[src/rtl/lcts_pkg.sv]
`timescale 1ns / 1ps

package lcts_pkg;

  // sizing of the window and of the sensor reading
  localparam int WINDOW_MAX  = 16;
  localparam int SAMPLE_BITS = 10;

  // fixed field widths
  localparam int W_BITS     = 20;
  localparam int OFF_BITS   = 11;
  localparam int SCALE_BITS = 16;
  localparam int WS_BITS    = 5;
  localparam int THR_BITS   = 19;
  localparam int FRAC_BITS  = 8;
  localparam int OFF_MAX    = 1023;

  // derived widths
  localparam int SLOT_BITS = $clog2(WINDOW_MAX);
  localparam int CNT_BITS  = $clog2(WINDOW_MAX + 1);
  localparam int SUM_BITS  = W_BITS + SLOT_BITS;
  localparam int DIFF_BITS = ((SAMPLE_BITS + 1 > OFF_BITS) ? SAMPLE_BITS + 1 : OFF_BITS) + 1;
  localparam int SH_BITS   = DIFF_BITS + SCALE_BITS - FRAC_BITS;

  // weight limits
  localparam int W_MAX = 524287;
  localparam int W_MIN = -524288;

  // stream payload widths
  localparam int IN_DATA_BITS  = ((SAMPLE_BITS + 7) / 8) * 8;
  localparam int OUT_DATA_BITS = ((W_BITS + 1 + OFF_BITS + 7) / 8) * 8;
  localparam int CFG_DATA_BITS = THR_BITS;

  // register indexes
  typedef logic [1:0] cfg_idx_t;
  localparam cfg_idx_t REG_ZERO_OFFSET      = 2'd0;
  localparam cfg_idx_t REG_SCALE_FACTOR     = 2'd1;
  localparam cfg_idx_t REG_WINDOW_SIZE      = 2'd2;
  localparam cfg_idx_t REG_DETECT_THRESHOLD = 2'd3;

  // register reset values
  localparam logic [SCALE_BITS-1:0] SCALE_RST  = SCALE_BITS'(256);
  localparam logic [WS_BITS-1:0]    WINDOW_RST = WS_BITS'(10);
  localparam logic [THR_BITS-1:0]   THR_RST    = THR_BITS'(50);

  // status of a serial arithmetic unit
  typedef struct packed {
    logic busy;
    logic done;
  } unit_stat_t;

endpackage

[src/rtl/lcts_mul.sv]
`timescale 1ns / 1ps

module lcts_mul
  import lcts_pkg::*;
(
  input  logic                        clk,
  input  logic                        rst_n,
  input  logic                        start,
  input  logic signed [DIFF_BITS-1:0] diff,
  input  logic [SCALE_BITS-1:0]       scale,
  output unit_stat_t                  stat,
  output logic signed [W_BITS-1:0]    weight
);

  localparam int HI_BITS   = DIFF_BITS + 1;
  localparam int PROD_BITS = DIFF_BITS + SCALE_BITS;
  localparam int CNT_W     = $clog2(SCALE_BITS);
  localparam logic signed [SH_BITS-1:0] SH_MAX = SH_BITS'(W_MAX);
  localparam logic signed [SH_BITS-1:0] SH_MIN = SH_BITS'(W_MIN);

  typedef enum logic [1:0] {M_IDLE, M_RUN, M_SAT} mul_state_t;

  mul_state_t                  state_r;
  logic [CNT_W-1:0]            cnt_r;
  logic signed [HI_BITS-1:0]   hi_r;
  logic [SCALE_BITS-1:0]       lo_r;
  logic signed [DIFF_BITS-1:0] mcand_r;
  logic signed [W_BITS-1:0]    weight_r;
  logic                        done_r;

  logic signed [HI_BITS-1:0]   hi_sum;
  logic signed [PROD_BITS-1:0] prod;
  logic signed [SH_BITS-1:0]   shifted;
  logic signed [W_BITS-1:0]    sat_w;

  // one multiplier bit per cycle, low bit first
  always_comb begin
    hi_sum = lo_r[0] ? (hi_r + {mcand_r[DIFF_BITS-1], mcand_r}) : hi_r;
  end

  // product shifted right by the fraction bits, then clamped
  always_comb begin
    prod    = $signed({hi_r[DIFF_BITS-1:0], lo_r});
    shifted = prod[PROD_BITS-1:FRAC_BITS];
    if (shifted > SH_MAX) begin
      sat_w = W_BITS'(W_MAX);
    end else if (shifted < SH_MIN) begin
      sat_w = W_BITS'(W_MIN);
    end else begin
      sat_w = shifted[W_BITS-1:0];
    end
  end

  always_ff @(posedge clk) begin
    if (!rst_n) begin
      state_r <= M_IDLE;
      done_r  <= 1'b0;
    end else begin
      done_r <= (state_r == M_SAT);
      case (state_r)
        M_IDLE: begin
          if (start) begin
            hi_r    <= '0;
            lo_r    <= scale;
            mcand_r <= diff;
            cnt_r   <= '0;
            state_r <= M_RUN;
          end
        end
        M_RUN: begin
          hi_r  <= {hi_sum[HI_BITS-1], hi_sum[HI_BITS-1:1]};
          lo_r  <= {hi_sum[0], lo_r[SCALE_BITS-1:1]};
          cnt_r <= cnt_r + 1'b1;
          if (cnt_r == CNT_W'(SCALE_BITS - 1)) begin
            state_r <= M_SAT;
          end
        end
        M_SAT: begin
          weight_r <= sat_w;
          state_r  <= M_IDLE;
        end
        default: state_r <= M_IDLE;
      endcase
    end
  end

  assign stat.busy = (state_r != M_IDLE);
  assign stat.done = done_r;
  assign weight    = weight_r;

endmodule

[src/rtl/lcts_div.sv]
`timescale 1ns / 1ps

module lcts_div
  import lcts_pkg::*;
(
  input  logic                       clk,
  input  logic                       rst_n,
  input  logic                       start,
  input  logic signed [SUM_BITS-1:0] dividend,
  input  logic [CNT_BITS-1:0]        divisor,
  output unit_stat_t                 stat,
  output logic signed [W_BITS-1:0]   quotient
);

  localparam int CNT_W = $clog2(SUM_BITS);

  typedef enum logic [1:0] {D_IDLE, D_RUN, D_FIX} div_state_t;

  div_state_t               state_r;
  logic [CNT_W-1:0]         cnt_r;
  logic                     neg_r;
  logic [SUM_BITS-1:0]      dvd_r;
  logic [CNT_BITS-1:0]      rem_r;
  logic [CNT_BITS-1:0]      dvs_r;
  logic signed [W_BITS-1:0] quot_r;
  logic                     done_r;

  logic [CNT_BITS:0]        trial;
  logic                     q_bit;
  logic [CNT_BITS:0]        trial_sub;
  logic [SUM_BITS-1:0]      mag_q;

  // restoring step: one quotient bit per cycle
  always_comb begin
    trial     = {rem_r, dvd_r[SUM_BITS-1]};
    q_bit     = (trial >= {1'b0, dvs_r});
    trial_sub = trial - {1'b0, dvs_r};
    mag_q     = neg_r ? (~dvd_r + 1'b1) : dvd_r;
  end

  always_ff @(posedge clk) begin
    if (!rst_n) begin
      state_r <= D_IDLE;
      done_r  <= 1'b0;
    end else begin
      done_r <= (state_r == D_FIX);
      case (state_r)
        D_IDLE: begin
          if (start) begin
            neg_r   <= dividend[SUM_BITS-1];
            dvd_r   <= dividend[SUM_BITS-1] ? (~dividend + 1'b1) : dividend;
            dvs_r   <= divisor;
            rem_r   <= '0;
            cnt_r   <= '0;
            state_r <= D_RUN;
          end
        end
        D_RUN: begin
          rem_r <= q_bit ? trial_sub[CNT_BITS-1:0] : trial[CNT_BITS-1:0];
          dvd_r <= {dvd_r[SUM_BITS-2:0], q_bit};
          cnt_r <= cnt_r + 1'b1;
          if (cnt_r == CNT_W'(SUM_BITS - 1)) begin
            state_r <= D_FIX;
          end
        end
        D_FIX: begin
          // truncation toward zero: sign goes back on the magnitude
          quot_r  <= mag_q[W_BITS-1:0];
          state_r <= D_IDLE;
        end
        default: state_r <= D_IDLE;
      endcase
    end
  end

  assign stat.busy = (state_r != D_IDLE);
  assign stat.done = done_r;
  assign quotient  = quot_r;

endmodule

[src/rtl/load_cell_tare_scale_average.sv]
`timescale 1ns / 1ps
// Sequence: an accepted sample passes through the bit-serial multiplier (16 steps plus start
//   and clamp), the window update and the bit-serial divider (24 quotient bits plus start and
//   sign fix) before out_tvalid rises; a tare goes straight to the result register.
// Flow: one transaction at a time, so a new sample or tare is taken only once the last one
//   has left; a held result stalls the input.
// Reset: synchronous active-low rst_n loads the register defaults and empties the window.
module load_cell_tare_scale_average
  import lcts_pkg::*;
(
  input  logic                     clk,
  input  logic                     rst_n,
  // input stream
  input  logic                     in_tvalid,
  output logic                     in_tready,
  input  logic [IN_DATA_BITS-1:0]  in_tdata,   // [9:0] raw_sample
  input  logic                     in_tuser,   // [0] req_type
  // result stream
  output logic                     out_tvalid,
  input  logic                     out_tready,
  output logic [OUT_DATA_BITS-1:0] out_tdata,  // [19:0] avg_weight, [20] object_present,
                                               // [31:21] offset_now
  // configuration writes
  input  logic                     cfg_valid,
  output logic                     cfg_ready,
  input  cfg_idx_t                 cfg_index,
  input  logic [CFG_DATA_BITS-1:0] cfg_data
);

  typedef enum logic [2:0] {S_IDLE, S_MUL, S_SUB, S_ADD, S_DIV, S_DONE} state_t;

  state_t                      state_r;

  // configuration registers
  logic [SCALE_BITS-1:0]       scale_factor_r;
  logic [WS_BITS-1:0]          window_size_r;
  logic [THR_BITS-1:0]         detect_threshold_r;

  // block state
  logic signed [OFF_BITS-1:0]  live_offset_r;
  logic [SLOT_BITS-1:0]        write_slot_r;
  logic [CNT_BITS-1:0]         held_count_r;
  logic signed [SUM_BITS-1:0]  running_sum_r;
  logic signed [W_BITS-1:0]    win_mem [WINDOW_MAX];
  logic signed [W_BITS-1:0]    old_r;

  // per-transaction working registers
  logic signed [DIFF_BITS-1:0] diff_r;
  logic [SLOT_BITS-1:0]        slot_r;
  logic                        mul_start_r;
  logic                        div_start_r;
  logic signed [W_BITS-1:0]    res_avg_r;
  logic                        res_present_r;
  logic                        out_valid_r;
  logic [OUT_DATA_BITS-1:0]    out_data_r;

  // unit interfaces
  unit_stat_t                  mul_stat;
  unit_stat_t                  div_stat;
  logic signed [W_BITS-1:0]    mul_w;
  logic signed [W_BITS-1:0]    div_q;

  // combinational helpers
  logic [SAMPLE_BITS-1:0]      raw;
  logic [CNT_BITS-1:0]         eff_n;
  logic [SLOT_BITS-1:0]        slot_use;
  logic [CNT_BITS-1:0]         slot_p1;
  logic [SLOT_BITS-1:0]        slot_nxt;
  logic                        win_full;
  logic signed [DIFF_BITS-1:0] raw_ext;
  logic signed [DIFF_BITS-1:0] off_ext;
  logic signed [DIFF_BITS-1:0] diff;
  logic signed [OFF_BITS-1:0]  tare_off;
  logic signed [SUM_BITS-1:0]  old_ext;
  logic signed [SUM_BITS-1:0]  w_ext;
  logic                        present;
  logic                        in_acc;
  logic                        cfg_acc;

  assign raw     = in_tdata[SAMPLE_BITS-1:0];
  assign in_acc  = in_tvalid && in_tready;
  assign cfg_acc = cfg_valid && cfg_ready;

  // effective window length, clamped to 1..WINDOW_MAX
  always_comb begin
    if (window_size_r == '0) begin
      eff_n = CNT_BITS'(1);
    end else if (int'(window_size_r) > WINDOW_MAX) begin
      eff_n = CNT_BITS'(WINDOW_MAX);
    end else begin
      eff_n = CNT_BITS'(window_size_r);
    end
  end

  // slot handling and window fill
  always_comb begin
    slot_use = (int'(write_slot_r) >= int'(eff_n)) ? '0 : write_slot_r;
    slot_p1  = CNT_BITS'(slot_r) + 1'b1;
    slot_nxt = (slot_p1 >= eff_n) ? '0 : slot_p1[SLOT_BITS-1:0];
    win_full = (held_count_r >= eff_n);
  end

  // offset removal and tare value
  always_comb begin
    raw_ext  = $signed({{(DIFF_BITS - SAMPLE_BITS){1'b0}}, raw});
    off_ext  = {{(DIFF_BITS - OFF_BITS){live_offset_r[OFF_BITS-1]}}, live_offset_r};
    diff     = raw_ext - off_ext;
    tare_off = (int'(raw) > OFF_MAX) ? OFF_BITS'(OFF_MAX) : OFF_BITS'(raw);
  end

  // sign extension into the running sum, threshold compare
  always_comb begin
    old_ext = {{(SUM_BITS - W_BITS){old_r[W_BITS-1]}}, old_r};
    w_ext   = {{(SUM_BITS - W_BITS){mul_w[W_BITS-1]}}, mul_w};
    present = (div_q > $signed({1'b0, detect_threshold_r}));
  end

  // window store: at most one write and one registered read per cycle
  always_ff @(posedge clk) begin
    if (state_r == S_ADD) begin
      win_mem[slot_r] <= mul_w;
    end
    old_r <= win_mem[slot_r];
  end

  lcts_mul u_mul (
    .clk    (clk),
    .rst_n  (rst_n),
    .start  (mul_start_r),
    .diff   (diff_r),
    .scale  (scale_factor_r),
    .stat   (mul_stat),
    .weight (mul_w)
  );

  lcts_div u_div (
    .clk      (clk),
    .rst_n    (rst_n),
    .start    (div_start_r),
    .dividend (running_sum_r),
    .divisor  (held_count_r),
    .stat     (div_stat),
    .quotient (div_q)
  );

  // sequencer, window bookkeeping, configuration and result register
  always_ff @(posedge clk) begin
    if (!rst_n) begin
      state_r            <= S_IDLE;
      scale_factor_r     <= SCALE_RST;
      window_size_r      <= WINDOW_RST;
      detect_threshold_r <= THR_RST;
      live_offset_r      <= '0;
      write_slot_r       <= '0;
      held_count_r       <= '0;
      running_sum_r      <= '0;
      mul_start_r        <= 1'b0;
      div_start_r        <= 1'b0;
      out_valid_r        <= 1'b0;
    end else begin
      mul_start_r <= in_acc && !in_tuser;
      div_start_r <= (state_r == S_ADD);

      // result register: load when free or being taken, clear when taken
      if ((state_r == S_DONE) && (!out_valid_r || out_tready)) begin
        out_valid_r <= 1'b1;
        out_data_r  <= OUT_DATA_BITS'({live_offset_r, res_present_r, res_avg_r});
      end else if (out_tready) begin
        out_valid_r <= 1'b0;
      end

      case (state_r)
        S_IDLE: begin
          if (in_acc) begin
            if (in_tuser) begin
              live_offset_r <= tare_off;
              res_avg_r     <= '0;
              res_present_r <= 1'b0;
              state_r       <= S_DONE;
            end else begin
              diff_r  <= diff;
              slot_r  <= slot_use;
              state_r <= S_MUL;
            end
          end
        end
        S_MUL: begin
          if (mul_stat.done) begin
            state_r <= S_SUB;
          end
        end
        S_SUB: begin
          // oldest entry leaves the sum once the window is full
          if (win_full) begin
            running_sum_r <= running_sum_r - old_ext;
          end
          state_r <= S_ADD;
        end
        S_ADD: begin
          running_sum_r <= running_sum_r + w_ext;
          if (!win_full) begin
            held_count_r <= held_count_r + 1'b1;
          end
          write_slot_r <= slot_nxt;
          state_r      <= S_DIV;
        end
        S_DIV: begin
          if (div_stat.done) begin
            res_avg_r     <= div_q;
            res_present_r <= present;
            state_r       <= S_DONE;
          end
        end
        S_DONE: begin
          if (!out_valid_r || out_tready) begin
            state_r <= S_IDLE;
          end
        end
        default: state_r <= S_IDLE;
      endcase

      // register writes arrive only while the block is idle
      if (cfg_acc) begin
        case (cfg_index)
          REG_ZERO_OFFSET: begin
            live_offset_r <= cfg_data[OFF_BITS-1:0];
          end
          REG_SCALE_FACTOR: begin
            scale_factor_r <= cfg_data[SCALE_BITS-1:0];
          end
          REG_WINDOW_SIZE: begin
            window_size_r <= cfg_data[WS_BITS-1:0];
            write_slot_r  <= '0;
            held_count_r  <= '0;
            running_sum_r <= '0;
          end
          REG_DETECT_THRESHOLD: begin
            detect_threshold_r <= cfg_data[THR_BITS-1:0];
          end
          default: begin
          end
        endcase
      end
    end
  end

  // a pending register write goes ahead of a new transaction
  assign in_tready  = (state_r == S_IDLE) && !cfg_valid;
  assign cfg_ready  = (state_r == S_IDLE);
  assign out_tvalid = out_valid_r;
  assign out_tdata  = out_data_r;

`ifndef SYNTHESIS
  // the two serial units never run at the same time
  a_units_exclusive: assert property (@(posedge clk) disable iff (!rst_n)
    !(mul_stat.busy && div_stat.busy))
    else $error("multiplier and divider busy together");

  // a new transaction is only taken with both units idle
  a_ready_units_idle: assert property (@(posedge clk) disable iff (!rst_n)
    in_tready |-> (!mul_stat.busy && !div_stat.busy))
    else $error("input ready while a serial unit is busy");

  // the fill count never passes the window depth
  a_held_bounded: assert property (@(posedge clk) disable iff (!rst_n)
    int'(held_count_r) <= WINDOW_MAX)
    else $error("held count beyond window depth");

  // divider start only follows the window update
  a_div_after_add: assert property (@(posedge clk) disable iff (!rst_n)
    div_start_r |-> $past(state_r == S_ADD))
    else $error("divider started outside window update");
`endif

endmodule
[config.mk]
export PLATFORM = sky130hd
export DESIGN_NAME = load_cell_tare_scale_average
export DESIGN_NICKNAME = d
export VERILOG_FILES = /design/src/rtl/lcts_pkg.sv /design/src/rtl/lcts_mul.sv /design/src/rtl/lcts_div.sv /design/src/rtl/load_cell_tare_scale_average.sv
export SDC_FILE = /design/constraint.sdc
export NUM_CORES = 1
export LEC_CHECK = 0
export BUFFER_PORTS_ARGS = -buffer_cell sky130_fd_sc_hd__buf_4
export CAP_MARGIN = 5
export CORE_ASPECT_RATIO = 1.75
export CORE_UTILIZATION = 33
export CTS_BUF_LIST = sky130_fd_sc_hd__clkbuf_2 sky130_fd_sc_hd__clkbuf_4 sky130_fd_sc_hd__clkbuf_8
export CTS_CLUSTER_DIAMETER = 30
export DETAILED_ROUTE_END_ITERATION = 6
export PLACE_DENSITY_LB_ADDON = 0.2
export SLEW_MARGIN = 20
export SYNTH_ARGS = -nofsm -noshare
export SYNTH_HDL_FRONTEND = slang
export SYNTH_HIERARCHICAL = 1
export SYNTH_SLANG_ARGS = --single-unit
export TNS_END_PERCENT = 50
[constraint.sdc]
create_clock -name clk -period 11.81 [get_ports clk]
set_input_delay 2.362 -clock clk [delete_from_list [all_inputs] [get_ports clk]]
set_output_delay 2.362 -clock clk [all_outputs]
set_load 0.005 [all_outputs]
==> insert_results.sql <==
INSERT INTO impl_metrics (metric_group, metric, value, unit) VALUES
('placement', 'post-place-cells', '3247', ''),
('global_route', 'first_pass_grt_wire_length', '110.6', 'mm'),
('final_layout', 'drive_above_1_share', '18.85', '%'),
('placement', 'numPortBuffers', '71', ''),
('power', 'total_power', '5.115', 'mW'),
('run', 'cap_viol_max_count', '0', ''),
('routing', 'drt_first_pass_iters', '7', ''),
('routing', 'first_drt_iteration_drcs', '1097', ''),
('final_layout', 'postLayoutCellArea', '0.03299', 'mm^2'),
('global_route', 'grt_max_degree', '69', ''),
('timing', 'maxSlewHeadroom', '27.53', '%'),
('final_layout', 'num-nets-final', '2365', ''),
('placement', 'gp_congestion', '0.8578', ''),
('clock_tree', 'cts_buffers', '105', ''),
('timing', 'max_freq', '0.1821', 'GHz'),
('global_route', 'number_of_antenna_violations_at_the_first_check_in_global_routing', '1', ''),
('floorplan', 'core.rowCount', '142', ''),
('floorplan', 'die_area', '0.08845', 'mm^2'),
('placement', 'place_hpwl', '48.87', 'mm'),
('worst_setup_path', 'slowest_delay', '0.43', 'ns'),
('worst_setup_path', 'crit_fanout', '4', ''),
('power', 'ir_worst_vdd', '0.07815', 'mV'),
('clock_tree', 'cts.clk_slew.worst_paths', '0.06', 'ns'),
('logic_synthesis', 'avgSynthCellArea', '13.65', 'um^2'),
('routing', 'via_per_inst', '5.086', ''),
('routing', 'route.detailed.wl_per_inst', '21.19', 'um'),
('timing', 'worstMarginPinSlew', '1.083', 'ns'),
('routing', 'dr_total_vias', '17520', ''),
('clock_tree', 'clock_latency', '0.77', 'ns'),
('logic_synthesis', 'synth_cells', '2108', ''),
('clock_tree', 'post_cts_gate_resize_count', '0', ''),
('clock_tree', 'holdBufCountCts', '0', ''),
('power', 'cellLeakagePower', '11.87', 'nW'),
('floorplan', 'boundaryPins', '78', ''),
('clock_tree', 'cts-htree-levels', '3', ''),
('placement', 'post_dp_cell_area', '0.03053', 'mm^2'),
('logic_synthesis', 'mappedNetlistArea', '0.02878', 'mm^2'),
('timing', 'timing.final.hold_violations', '0', ''),
('global_route', 'globalRouteTotalUtil', '16.90', '%'),
('routing', 'remaining_drc_errors', '0', ''),
('clock_tree', 'cts-root-to-sink-buffers', '3', ''),
('timing', 'rsz0062_at_grt', 'false', ''),
('worst_setup_path', 'critical_path_cell_list', 'buf_4, nor4_1, buf_4', ''),
('floorplan', 'die_width', '225.2', 'um'),
('clock_tree', 'tritoncts', 'yes', ''),
('floorplan', 'fp.coreArea', '0.08599', 'mm^2'),
('routing', 'routed_wirelength', '73.00', 'mm'),
('worst_setup_path', 'critPathCaptureType', 'output pin', ''),
('hold_path', 'holdCritPathClass', 'flop to flop', ''),
('final_layout', 'areaGrowthSynthToFinish', '14.63', '%'),
('worst_setup_path', 'setup.worst_path.class', 'primary input to output pin', ''),
('timing', 'period_share', '46.51', '%'),
('worst_setup_path', 'critical_path.slowest_cell', 'nor4_1', ''),
('global_route', 'grt-ovfl-total', '0', ''),
('final_layout', 'nFillCells', '8157', ''),
('timing', 'layout_min_cycle_time', '5.492', 'ns'),
('logic_synthesis', 'yosysWarnings', '6', ''),
('timing', 'finalSetupViolations', '0', ''),
('timing', 'maxSlewViolCount', '0', ''),
('floorplan', 'die_height', '392.7', 'um'),
('clock_tree', 'root_buffer', 'clkbuf_8', ''),
('routing', 'ant_nets', '0', ''),
('final_layout', 'seq_cell_area', '0.01773', 'mm^2'),
('run_status', 'run_status', 'completed', ''),
('clock_tree', 'clock-sinks', '629', ''),
('worst_setup_path', 'worstSetupStartpointType', 'primary input', ''),
('worst_setup_path', 'path_common_cell', 'buf_4', ''),
('worst_setup_path', 'worst-endpoint-required', '9.45', 'ns'),
('floorplan', 'floorplan.initialDensity', '33.47', '%'),
('timing', 'fin_worst_skew', '0.04098', 'ns'),
('worst_setup_path', 'timing.critical_path.arrival', '3.13', 'ns'),
('power', 'power_density', '155.0', 'mW/mm^2'),
('logic_synthesis', 'postSynthNetCount', '2271', ''),
('timing', 'timing.setup.tns', '0', 'ns'),
('final_layout', 'final_cell_count_no_fill', '3445', ''),
('global_route', 'number_of_global_route_vias_before_repair', '18300', ''),
('clock_tree', 'postCtsSetupRepairBufs', '0', ''),
('final_layout', 'multi_input_comb_area', '0.01031', 'mm^2'),
('final_layout', 'finalCoreUtilization', '38.37', '%');
-- cell usage in the layout, fill, tap and decap left out, types with 41 or more instances in the layout --
cell type    n
nand2_1    230
buf_4       94
xor2_1      45
ha_1       115
inv_1       91
clkbuf_8   113
mux4_2     100
a21oi_1     75
o21ai_0     79
a21boi_0    41
nor2_1      98
xnor2_1     49
edfxtp_1   513
dfxtp_1    116
-- area by class of cell --
cell class / count / area share (%)
diodes: 1 / 0.007585
clock buffers: 137 / 5.260
clock inverters: 60 / 2.211
inverters: 91 / 1.035
multi-input cells: 1281 / 31.25
flip-flops and latches: 629 / 53.73
well taps: 1152 / 4.369
repair buffers: 94 / 2.139
-- state kept, by name, indices dropped and copies added, names as in the netlist, 16 cells and up --
register and flops:
detect_threshold_r 19, old_r 20, out_tdata 32, res_avg_r 20, running_sum_r 24, scale_factor_r 16, u_div/dvd_r 24, u_div/quotient 20
u_mul/lo_r 16, u_mul/weight 20, win_mem 320
-- worst max-delay path, delay by kind of cell --
family | cells | cell delay, ns
AND/OR/NAND/NOR | 1 | 0.43
buffers and inverters | 2 | 0.34
-- path summary, 6_finish.rpt --
| check | start | to | slack (ns) | cells past startpoint |
|---|---|---|---|---|
| worst max-delay path | cfg_valid | in_tready | 6.32 | 3 |
| worst min-delay path | res_avg_r[17] | out_tdata[17] | 0.40 | 0 |
| worst max register to register | u_mul/weight[0] | running_sum_r[18] | 7.90 | 11 |
| worst min register to register | res_avg_r[17] | out_tdata[17] | 0.40 | 0 |
-- layer usage --
layer | vias up | share of wire (%) | track usage (%)
met5 | - | 0 | 0
met4 | 0 | 4.0 | 8.200
met3 | 135 | 3.6 | 2.742
met2 | 384 | 56 | 32.76
met1 | 8800 | 37 | 17.25
li1 | 8203 | - | -
-- through the flow --
stage	setup slack, ns	hold WS [ns]
floorplan	6.462	0.4003
global placement	6.383	0.4021
detailed placement	6.333	0.4045
CTS	6.328	0.3897
global route	6.280	0.3841
finish	6.318	0.3954
-- power breakdown --
group	internal (mW)	leakage [nW]	switching, mW
sequential	2.44	5.59	0.0464
clock	1.29	1.23	0.948
combinational	0.151	5.05	0.237
total	3.88	11.9	1.23
Note: power is estimated with default switching activity, not from simulation.
